File: src/hdl/aqmh_pkg.sv
// ----------------------------------------------------------------------------
// aqmh_pkg
// Shared types and constants of the bounded array queue with running maximum.
// ----------------------------------------------------------------------------
`default_nettype none

package aqmh_pkg;

  localparam int unsigned DataW = 32;
  localparam int unsigned FuncW = 2;
  localparam int unsigned FillW = 5;

  // command codes
  typedef enum logic [FuncW-1:0] {
    FuncEnq  = 2'd0,
    FuncInv  = 2'd1,
    FuncDisp = 2'd2
  } func_e;

  // result status codes
  typedef enum logic [1:0] {
    StOk    = 2'd0,
    StFull  = 2'd1,
    StFew   = 2'd2,
    StEmpty = 2'd3
  } status_e;

  // one result word
  typedef struct packed {
    status_e                  status;
    logic signed [DataW-1:0]  element;
    logic                     last;
    logic signed [DataW-1:0]  max_value;
    logic                     max_valid;
    logic        [FillW-1:0]  fill_level;
  } res_t;

endpackage

`default_nettype wire

File: src/hdl/aqmh_if.sv
// ----------------------------------------------------------------------------
// aqmh_if
// Valid/ready channels for command words and result words.
// ----------------------------------------------------------------------------
`default_nettype none

interface aqmh_cmd_if;
  logic        valid;
  logic        ready;
  logic [1:0]  func;
  logic signed [31:0] value;

  modport source (output valid, output func, output value, input ready);
  modport sink   (input valid, input func, input value, output ready);
endinterface

interface aqmh_res_if;
  logic        valid;
  logic        ready;
  logic [1:0]  status;
  logic signed [31:0] element;
  logic        last;
  logic signed [31:0] max_value;
  logic        max_valid;
  logic [4:0]  fill_level;

  modport source (output valid, output status, output element, output last,
                  output max_value, output max_valid, output fill_level,
                  input ready);
  modport sink   (input valid, input status, input element, input last,
                  input max_value, input max_valid, input fill_level,
                  output ready);
endinterface

`default_nettype wire

File: src/hdl/array_queue_max_half_reverse_top.sv
// ----------------------------------------------------------------------------
// array_queue_max_half_reverse_top
// Bounded append-only queue with running maximum, half reversal and display.
// ----------------------------------------------------------------------------
// Each command word gives one or more result words. Enqueue, a rejected
// command and the unused code load their one result word at once.
// Invert-half swaps the held entries pair by pair (read low, read high,
// write low, write high on the entry store), and its status word goes out
// at once. Display first issues the read of entry 0, then streams one
// entry per cycle while the result side keeps taking words. The entry
// store is not cleared at reset; only entries below the fill count are ever
// read. An output register lets a finished word wait while the sequencer
// goes on with a swap walk; a new command or display word waits for it.
`default_nettype none

module array_queue_max_half_reverse_top
  import aqmh_pkg::*;
#(
  parameter int unsigned DEPTH = 16
) (
  input  wire logic       clk_i,
  input  wire logic       rst_ni,
  aqmh_cmd_if.sink        cmd_i,
  aqmh_res_if.source      res_o
);

  localparam int unsigned AddrW = $clog2(DEPTH);
  localparam int unsigned CntW  = $clog2(DEPTH + 1);

  // entry store port
  logic             mem_we;
  logic [AddrW-1:0] mem_waddr;
  logic [DataW-1:0] mem_wdata;
  logic             mem_re;
  logic [AddrW-1:0] mem_raddr;
  logic [DataW-1:0] mem_rdata;

  // result register
  logic             res_valid_q;
  res_t             res_q;
  res_t             res_new;
  logic             res_load;
  logic             res_free;

  // the register may take a new word when empty or being drained
  assign res_free = !res_valid_q || res_o.ready;

  aqmh_ctrl #(
    .Depth (DEPTH),
    .AddrW (AddrW),
    .CntW  (CntW)
  ) u_ctrl (
    .clk_i       (clk_i),
    .rst_ni      (rst_ni),
    .cmd_valid_i (cmd_i.valid),
    .cmd_ready_o (cmd_i.ready),
    .cmd_func_i  (cmd_i.func),
    .cmd_value_i (cmd_i.value),
    .res_free_i  (res_free),
    .res_load_o  (res_load),
    .res_o       (res_new),
    .mem_we_o    (mem_we),
    .mem_waddr_o (mem_waddr),
    .mem_wdata_o (mem_wdata),
    .mem_re_o    (mem_re),
    .mem_raddr_o (mem_raddr),
    .mem_rdata_i (mem_rdata)
  );

  aqmh_mem #(
    .Depth (DEPTH),
    .AddrW (AddrW)
  ) u_mem (
    .clk_i   (clk_i),
    .we_i    (mem_we),
    .waddr_i (mem_waddr),
    .wdata_i (mem_wdata),
    .re_i    (mem_re),
    .raddr_i (mem_raddr),
    .rdata_o (mem_rdata)
  );

  always_ff @(posedge clk_i or negedge rst_ni) begin
    if (!rst_ni) begin
      res_valid_q <= 1'b0;
    end else if (res_load) begin
      res_valid_q <= 1'b1;
    end else if (res_o.ready) begin
      res_valid_q <= 1'b0;
    end
  end

  // payload needs no reset
  always_ff @(posedge clk_i) begin
    if (res_load) begin
      res_q <= res_new;
    end
  end

  assign res_o.valid      = res_valid_q;
  assign res_o.status     = res_q.status;
  assign res_o.element    = res_q.element;
  assign res_o.last       = res_q.last;
  assign res_o.max_value  = res_q.max_value;
  assign res_o.max_valid  = res_q.max_valid;
  assign res_o.fill_level = res_q.fill_level;

endmodule

`default_nettype wire

File: src/hdl/aqmh_mem.sv
// ----------------------------------------------------------------------------
// aqmh_mem
// Entry store: one write port, one read port with registered read data.
// ----------------------------------------------------------------------------
`default_nettype none

module aqmh_mem
  import aqmh_pkg::*;
#(
  parameter int unsigned Depth = 16,
  parameter int unsigned AddrW = $clog2(Depth)
) (
  input  wire logic             clk_i,
  input  wire logic             we_i,
  input  wire logic [AddrW-1:0] waddr_i,
  input  wire logic [DataW-1:0] wdata_i,
  input  wire logic             re_i,
  input  wire logic [AddrW-1:0] raddr_i,
  output      logic [DataW-1:0] rdata_o
);

  logic [DataW-1:0] mem_q [Depth];
  logic [DataW-1:0] rdata_q;

  always_ff @(posedge clk_i) begin
    if (we_i) begin
      mem_q[waddr_i] <= wdata_i;
    end
  end

  // read data holds while no read is issued
  always_ff @(posedge clk_i) begin
    if (re_i) begin
      rdata_q <= mem_q[raddr_i];
    end
  end

  assign rdata_o = rdata_q;

endmodule

`default_nettype wire

File: src/hdl/aqmh_ctrl.sv
// ----------------------------------------------------------------------------
// aqmh_ctrl
// Command sequencer: fill count, running maximum, swap and stream walks.
// ----------------------------------------------------------------------------
`default_nettype none

module aqmh_ctrl
  import aqmh_pkg::*;
#(
  parameter int unsigned Depth = 16,
  parameter int unsigned AddrW = $clog2(Depth),
  parameter int unsigned CntW  = $clog2(Depth + 1)
) (
  input  wire logic                     clk_i,
  input  wire logic                     rst_ni,
  // command word
  input  wire logic                     cmd_valid_i,
  output      logic                     cmd_ready_o,
  input  wire logic [FuncW-1:0]         cmd_func_i,
  input  wire logic signed [DataW-1:0]  cmd_value_i,
  // result register
  input  wire logic                     res_free_i,
  output      logic                     res_load_o,
  output      res_t                     res_o,
  // entry store
  output      logic                     mem_we_o,
  output      logic [AddrW-1:0]         mem_waddr_o,
  output      logic [DataW-1:0]         mem_wdata_o,
  output      logic                     mem_re_o,
  output      logic [AddrW-1:0]         mem_raddr_o,
  input  wire logic [DataW-1:0]         mem_rdata_i
);

  localparam logic [2:0] StIdle  = 3'd0;
  localparam logic [2:0] StRdLo  = 3'd1;
  localparam logic [2:0] StRdHi  = 3'd2;
  localparam logic [2:0] StWrLo  = 3'd3;
  localparam logic [2:0] StWrHi  = 3'd4;
  localparam logic [2:0] StDisp  = 3'd5;

  logic [2:0]              state_q, state_d;
  logic [CntW-1:0]         count_q, count_d;
  logic signed [DataW-1:0] max_q, max_d;
  logic [AddrW-1:0]        lo_q, lo_d;
  logic [AddrW-1:0]        hi_q, hi_d;
  logic [AddrW-1:0]        idx_q, idx_d;
  logic [DataW-1:0]        tmp_q, tmp_d;

  logic                    accept;
  logic [CntW-1:0]         cnt_m1;
  logic [AddrW-1:0]        hi_start;
  logic [CntW+FillW-1:0]   cnt_ext;
  logic [CntW+FillW-1:0]   cnt_inc_ext;
  logic [FillW-1:0]        fill_cur;
  logic [FillW-1:0]        fill_inc;
  logic signed [DataW-1:0] max_cur;
  logic signed [DataW-1:0] max_enq;
  logic                    disp_last;
  logic                    swap_more;

  // result that reports the current fill and maximum
  function automatic res_t mk_res(status_e st, logic [DataW-1:0] elem, logic lst,
                                  logic signed [DataW-1:0] mx, logic mv,
                                  logic [FillW-1:0] fl);
    res_t r;
    r.status     = st;
    r.element    = elem;
    r.last       = lst;
    r.max_value  = mx;
    r.max_valid  = mv;
    r.fill_level = fl;
    return r;
  endfunction

  assign cmd_ready_o = (state_q == StIdle) && res_free_i;
  assign accept      = cmd_valid_i && cmd_ready_o;

  assign cnt_m1      = count_q - 1'b1;
  assign hi_start    = AddrW'(cnt_m1 >> 1);
  assign cnt_ext     = {{FillW{1'b0}}, count_q};
  assign cnt_inc_ext = {{FillW{1'b0}}, count_q + 1'b1};
  assign fill_cur    = cnt_ext[FillW-1:0];
  assign fill_inc    = cnt_inc_ext[FillW-1:0];
  assign max_cur     = (count_q != '0) ? max_q : '0;
  assign max_enq     = ((count_q == '0) || (cmd_value_i > max_q)) ? cmd_value_i : max_q;
  assign disp_last   = (CntW'(idx_q) + 1'b1) == count_q;
  // another pair remains when lo + 1 < hi - 1
  assign swap_more   = ({1'b0, lo_q} + (AddrW+1)'(2)) < {1'b0, hi_q};

  always_comb begin
    state_d     = state_q;
    count_d     = count_q;
    max_d       = max_q;
    lo_d        = lo_q;
    hi_d        = hi_q;
    idx_d       = idx_q;
    tmp_d       = tmp_q;
    res_load_o  = 1'b0;
    res_o       = mk_res(StOk, '0, 1'b1, max_cur, count_q != '0, fill_cur);
    mem_we_o    = 1'b0;
    mem_waddr_o = lo_q;
    mem_wdata_o = mem_rdata_i;
    mem_re_o    = 1'b0;
    mem_raddr_o = lo_q;

    unique case (state_q)
      StIdle: begin
        if (accept) begin
          res_load_o = 1'b1;
          unique case (cmd_func_i)
            FuncEnq: begin
              if (count_q >= CntW'(Depth)) begin
                res_o = mk_res(StFull, '0, 1'b1, max_cur, count_q != '0, fill_cur);
              end else begin
                mem_we_o    = 1'b1;
                mem_waddr_o = count_q[AddrW-1:0];
                mem_wdata_o = cmd_value_i;
                max_d       = max_enq;
                count_d     = count_q + 1'b1;
                res_o       = mk_res(StOk, '0, 1'b1, max_enq, 1'b1, fill_inc);
              end
            end
            FuncInv: begin
              if (count_q < CntW'(2)) begin
                res_o = mk_res(StFew, '0, 1'b1, max_cur, count_q != '0, fill_cur);
              end else begin
                // order is fixed, so the status goes out now
                lo_d = '0;
                hi_d = hi_start;
                if (hi_start != '0) begin
                  state_d = StRdLo;
                end
              end
            end
            FuncDisp: begin
              if (count_q == '0) begin
                res_o = mk_res(StEmpty, '0, 1'b1, max_cur, 1'b0, fill_cur);
              end else begin
                res_load_o  = 1'b0;
                mem_re_o    = 1'b1;
                mem_raddr_o = '0;
                idx_d       = '0;
                state_d     = StDisp;
              end
            end
            default: ;
          endcase
        end
      end
      StRdLo: begin
        mem_re_o    = 1'b1;
        mem_raddr_o = lo_q;
        state_d     = StRdHi;
      end
      StRdHi: begin
        mem_re_o    = 1'b1;
        mem_raddr_o = hi_q;
        tmp_d       = mem_rdata_i;
        state_d     = StWrLo;
      end
      StWrLo: begin
        mem_we_o    = 1'b1;
        mem_waddr_o = lo_q;
        mem_wdata_o = mem_rdata_i;
        state_d     = StWrHi;
      end
      StWrHi: begin
        mem_we_o    = 1'b1;
        mem_waddr_o = hi_q;
        mem_wdata_o = tmp_q;
        lo_d        = lo_q + 1'b1;
        hi_d        = hi_q - 1'b1;
        state_d     = swap_more ? StRdLo : StIdle;
      end
      StDisp: begin
        if (res_free_i) begin
          res_load_o = 1'b1;
          res_o      = mk_res(StOk, mem_rdata_i, disp_last, max_cur, 1'b1, fill_cur);
          if (disp_last) begin
            state_d = StIdle;
          end else begin
            // next read lands as this word is taken
            mem_re_o    = 1'b1;
            mem_raddr_o = idx_q + 1'b1;
            idx_d       = idx_q + 1'b1;
          end
        end
      end
      default: state_d = StIdle;
    endcase
  end

  always_ff @(posedge clk_i or negedge rst_ni) begin
    if (!rst_ni) begin
      state_q <= StIdle;
      count_q <= '0;
      max_q   <= '0;
    end else begin
      state_q <= state_d;
      count_q <= count_d;
      max_q   <= max_d;
    end
  end

  always_ff @(posedge clk_i) begin
    lo_q  <= lo_d;
    hi_q  <= hi_d;
    idx_q <= idx_d;
    tmp_q <= tmp_d;
  end

endmodule

`default_nettype wire
File: src/flat_wrapper.sv
// flat-port wrapper written by rule: the top's interface ports become plain ports
module array_queue_max_half_reverse_top_flat import aqmh_pkg::*;
#(
  parameter int unsigned DEPTH = 16
)
  (clk_i, rst_ni, cmd_i_valid, cmd_i_func, cmd_i_value, cmd_i_ready, res_o_valid, res_o_status, res_o_element, res_o_last, res_o_max_value, res_o_max_valid, res_o_fill_level, res_o_ready);
  aqmh_cmd_if cmd_i_i ();
  aqmh_res_if res_o_i ();
  input  wire logic clk_i;
  input  wire logic rst_ni;
  input wire logic [$bits(cmd_i_i.valid)-1:0] cmd_i_valid;
  input wire logic [$bits(cmd_i_i.func)-1:0] cmd_i_func;
  input wire logic [$bits(cmd_i_i.value)-1:0] cmd_i_value;
  output wire logic [$bits(cmd_i_i.ready)-1:0] cmd_i_ready;
  output wire logic [$bits(res_o_i.valid)-1:0] res_o_valid;
  output wire logic [$bits(res_o_i.status)-1:0] res_o_status;
  output wire logic [$bits(res_o_i.element)-1:0] res_o_element;
  output wire logic [$bits(res_o_i.last)-1:0] res_o_last;
  output wire logic [$bits(res_o_i.max_value)-1:0] res_o_max_value;
  output wire logic [$bits(res_o_i.max_valid)-1:0] res_o_max_valid;
  output wire logic [$bits(res_o_i.fill_level)-1:0] res_o_fill_level;
  input wire logic [$bits(res_o_i.ready)-1:0] res_o_ready;
  assign cmd_i_i.valid = cmd_i_valid;
  assign cmd_i_i.func = cmd_i_func;
  assign cmd_i_i.value = cmd_i_value;
  assign cmd_i_ready = cmd_i_i.ready;
  assign res_o_valid = res_o_i.valid;
  assign res_o_status = res_o_i.status;
  assign res_o_element = res_o_i.element;
  assign res_o_last = res_o_i.last;
  assign res_o_max_value = res_o_i.max_value;
  assign res_o_max_valid = res_o_i.max_valid;
  assign res_o_fill_level = res_o_i.fill_level;
  assign res_o_i.ready = res_o_ready;
  array_queue_max_half_reverse_top #(.DEPTH(DEPTH)) u_core (.clk_i(clk_i), .rst_ni(rst_ni), .cmd_i(cmd_i_i), .res_o(res_o_i));
endmodule
File: config.mk
export PLATFORM = sky130hd
export DESIGN_NAME = array_queue_max_half_reverse_top_flat
export DESIGN_NICKNAME = d
export VERILOG_FILES = /design/src/hdl/aqmh_pkg.sv /design/src/hdl/aqmh_if.sv /design/src/hdl/array_queue_max_half_reverse_top.sv /design/src/hdl/aqmh_mem.sv /design/src/hdl/aqmh_ctrl.sv /design/src/flat_wrapper.sv
export SDC_FILE = /design/constraint.sdc
export NUM_CORES = 1
export LEC_CHECK = 0
export BUFFER_PORTS_ARGS = -buffer_cell sky130_fd_sc_hd__buf_4
export CORE_MARGIN = 4
export CORE_UTILIZATION = 50
export CTS_CLUSTER_SIZE = 10
export DETAILED_ROUTE_END_ITERATION = 10
export GPL_TIMING_DRIVEN = 0
export PLACE_DENSITY = 0.67
export SLEW_MARGIN = 20
export SYNTH_ARGS = -nofsm -noshare
export SYNTH_HDL_FRONTEND = slang
export SYNTH_HIERARCHICAL = 1
export SYNTH_SLANG_ARGS = --single-unit
export TNS_END_PERCENT = 100
File: constraint.sdc
create_clock -name clk_i -period 7.12 [get_ports clk_i]
set_input_delay 1.424 -clock clk_i [delete_from_list [all_inputs] [get_ports clk_i]]
set_output_delay 1.424 -clock clk_i [all_outputs]
set_load 0.005 [all_outputs]
==> flow_metrics.py <==
metrics = {
    "run_status": {
        "outcome": "finished, final reports clean",
    },
    "timing": {
        "rsz0062_at_grt": "no",
        "setup_viol": 0,
        "hold_viol": 0,
        "timing.fmax_mhz": 171.2,
        "post-route-min-period_ns": 5.840,
        "tightestPinTransition_ns": 1.038,
        "finalSetupTns_ns": 0,
        "finalMaxSlewViolations": 0,
        "fin_crit_sh": 0.8202,
        "slew-limit-headroom": 0.3036,
        "fin_skew_ns": 0.02122,
    },
    "yosys": {
        "yosysUniqueCellTypes": 61,
        "syn_nets": 1589,
        "syn_avg_cell_area_um2": 18.64,
        "synthDominantCellAreaShare": 0.7058,
        "synthCells": 1509,
        "synth-simple-area-share": 0.03920,
        "muxShareOfSynthArea": 0.1156,
        "synth-seq-cells": 702,
        "synth_compound_area_frac": 0.05806,
        "async_flop_share": 0.05840,
        "yosysSeqAreaShare": 0.7423,
        "syn-cell-area_um2": 28120,
        "ys_warn_count": 6,
        "yosys.area_share.adder": 0.01869,
        "synthFlopType": "edfxtp_1",
        "synthXorXnorAreaFrac": 0.006229,
        "synthTopCellsByArea": "edfxtp_1, mux4_2, dfrtp_1, a22oi_1, ha_1",
        "yosys.area.top_type": "edfxtp_1",
        "synth_edf_count": 661,
        "synth_top_family_by_area": "multiplexers",
    },
    "finish": {
        "num-nets-final": 1836,
        "areaGrowthSynthToFinish_pct": 17.05,
        "antenna-diode-count": 0,
        "layout-drive-gt1-share": 0.2453,
    },
    "drt": {
        "num_vias": 15327,
        "first_iter_violations": 1595,
        "routedWlPerCell_um": 25.92,
        "viasPerCell": 6.039,
        "wirelength_um": 65790,
        "ant_nets": 0,
        "drc_errors": 0,
        "dr.pass1.iters": 5,
    },
    "die": {
        "io_pins": 113,
        "die_w_um": 245.2,
        "initial_core_util": 0.5075,
        "dieArea_um2": 60100,
        "fp.dieH_um": 245.2,
        "core_area_um2": 55420,
        "row_count": 86,
    },
    "pwr": {
        "finalPower_w": 0.01535,
        "powerDensity_nw_per_um2": 466.3,
        "p_leak_nw": 11.35,
        "vdd_drop_max_mv": 0.2018,
    },
    "global_route": {
        "grt_remaining_overflow": 0,
        "track_usage": 0.2213,
        "grt_pass1_wl_um": 99400,
        "antenna_found_initial": 0,
        "grt_start_max_net_pins": 42,
        "grt_pass1_vias": 15995,
    },
    "clock_network": {
        "htreeDepth": 3,
        "cts_hold_buf": 0,
        "clkTransAtPathRegs_ns": 0.06,
        "cts-buffers-inserted": 81,
        "clk_latency_ns": 0.61,
        "post_cts_buffers": 0,
        "cts_tree": "yes",
        "cts.sinks": 702,
        "cts_buffer_depth": 3,
        "root_buffer": "clkbuf_16",
        "cts-resized-gates": 0,
    },
    "run": {
        "maxCapViolations": 0,
    },
    "setup_path": {
        "path_cells": "buf_4, nand2b_4, inv_1, nor3_4, nand3_2, nor2_1, o21ai_1, clkbuf_1, nand2_1, o21ai_0, nand3b_1, nor3_2, buf_6, buf_4, buf_4",
        "reg2reg_from": "u_core/u_ctrl/state_q[0]",
        "end_kind": "register",
        "r2r-end": "u_core/u_mem/mem_q[8][9]",
        "r2r_setup_slack_ns": 1.76,
        "worst_path_most_repeated_cell": "buf_4",
        "start_kind": "input port",
        "slowest_delay_ns": 0.78,
        "critPathSlowestCell": "nor3_2",
        "critPathRequiredTime_ns": 7.42,
        "arrival_ns": 6.14,
        "worstPathMaxFanout": 10,
        "crit_type": "in -> reg",
        "worstRegToRegCells": 14,
    },
    "min_path": {
        "worstHoldStart": "u_core/u_mem/rdata_o[19]",
        "whs_endpoint": "u_core/u_ctrl/tmp_q[19]",
        "hp-class": "reg -> reg",
        "holdPathStages": 0,
    },
    "place": {
        "place_congestion": 0.8704,
        "dp_hpwl_um": 45200,
        "io_buffers": 112,
    },
}
-- layer usage --
layer  part of all wire  GRT usage  up-vias
li1                   -          -     6595
met1               0.41     0.3010     8019
met2               0.49     0.3613      615
met3              0.074    0.04719       98
met4              0.027    0.07350        0
met5                  0          0        -
-- final cells by class --
cell class | instances | area, um2
tap | 748 | 935.9
sequential | 702 | 20880
buffer | 81 | 376.6
timing repair buffer | 164 | 1476
clock buffer | 113 | 2200
fill | 4038 | 22500
clock inverter | 4 | 41.29
multi-input combinational | 677 | 6829
inverter | 49 | 183.9
-- flip-flops by register name, summed over array words and instances (netlist names) --
name / count
u_core/u_ctrl/idx_q: 4
u_core/res_o.status: 2
u_core/res_o.last: 1
u_core/u_ctrl/lo_q: 4
u_core/u_ctrl/max_q: 32
u_core/u_ctrl/hi_q: 4
u_core/u_ctrl/state_q: 3
u_core/res_o.valid: 1
u_core/res_o.max_valid: 1
u_core/res_o.fill_level: 5
u_core/u_mem/rdata_o: 32
u_core/res_o.max_value: 32
u_core/u_ctrl/count_q: 5
u_core/u_ctrl/tmp_q: 32
u_core/res_o.element: 32
u_core/u_mem/mem_q: 512
-- through the flow --
step	worst slack, ns	utilization	hold WS [ns]	std cells	instance area (um2)
CTS	1.308	0.5939	0.4657	2538	32910
global placement	-2.651	0.5395	0.4503	2369	29900
global route	1.015	0.5940	0.4875	2538	32920
detailed placement	0.7031	0.5535	0.4528	2421	30670
finish	1.280	0.5940	0.4681	2538	32920
floorplan	0.8352	-	0.4415	1509	28120
-- cell families after synthesis --
logic type | count (synthesis)
xor gates and xnor gates | 20
AOI/OAI and AO/OA | 227
buffers and inverters | 130
DFF | 702
adders and majority gates | 42
muxes | 161
and+or+nand+nor | 227
-- layout by cell type (no fill, tap or decap), drive strengths merged, types with 31 or more instances in the layout --
cell / count
dfrtp: 41
a22oi: 93
mux4: 128
ha: 42
mux2: 31
o21ai: 42
inv: 52
edfxtp: 661
and3: 35
nor2: 49
clkbuf: 159
nand2: 85
buf: 199
-- worst max-delay path: cells and delay by family --
family,cells,cell delay [ns]
AOI/OAI and AO/OA,2,0.67
and+or+nand+nor,7,2.77
buffers and inverters,6,1.24
-- worst max path at each step --
stage	from	to	slack [ns]	depth (start not counted)
CTS	res_o_ready	u_core/u_mem/mem_q[12][13]	1.31	14
finish	res_o_ready	u_core/u_mem/mem_q[8][9]	1.28	15
global placement	res_o_ready	u_core/u_mem/mem_q[4][10]	-2.65	12
detailed placement	res_o_ready	u_core/u_mem/mem_q[12][7]	0.70	14
floorplan	res_o_ready	u_core/res_o.valid	0.84	6
global route	res_o_ready	u_core/u_mem/mem_q[8][13]	1.02	14
-- cells in the mapped netlist (3+ instances only) --
cell / instances
edfxtp_1: 661
mux4_2: 128
a22oi_1: 93
nand2_1: 85
inv_1: 49
nor2_1: 49
clkbuf_1: 46
ha_1: 42
dfrtp_1: 41
o21ai_0: 41
and3_1: 35
a22o_1: 30
mux2_1: 27
a21oi_1: 21
buf_2: 12
xnor2_1: 12
buf_1: 11
nor3_1: 10
buf_4: 9
nand3_1: 8
xor2_1: 8
a222oi_1: 7
nand4_1: 7
and2_1: 6
a21boi_0: 5
a221o_1: 5
nor2b_1: 5
a211oi_1: 4
mux2_2: 4
nor4_1: 4
buf_6: 3
nand3b_1: 3
-- power by group --
part	switching (W)	leakage, nW	internal, W
clock network	0.00148	1.08	0.00212
registers	0.000292	6.54	0.00610
logic	0.00332	3.73	0.00203
Note: power is estimated with default switching activity, not from simulation.
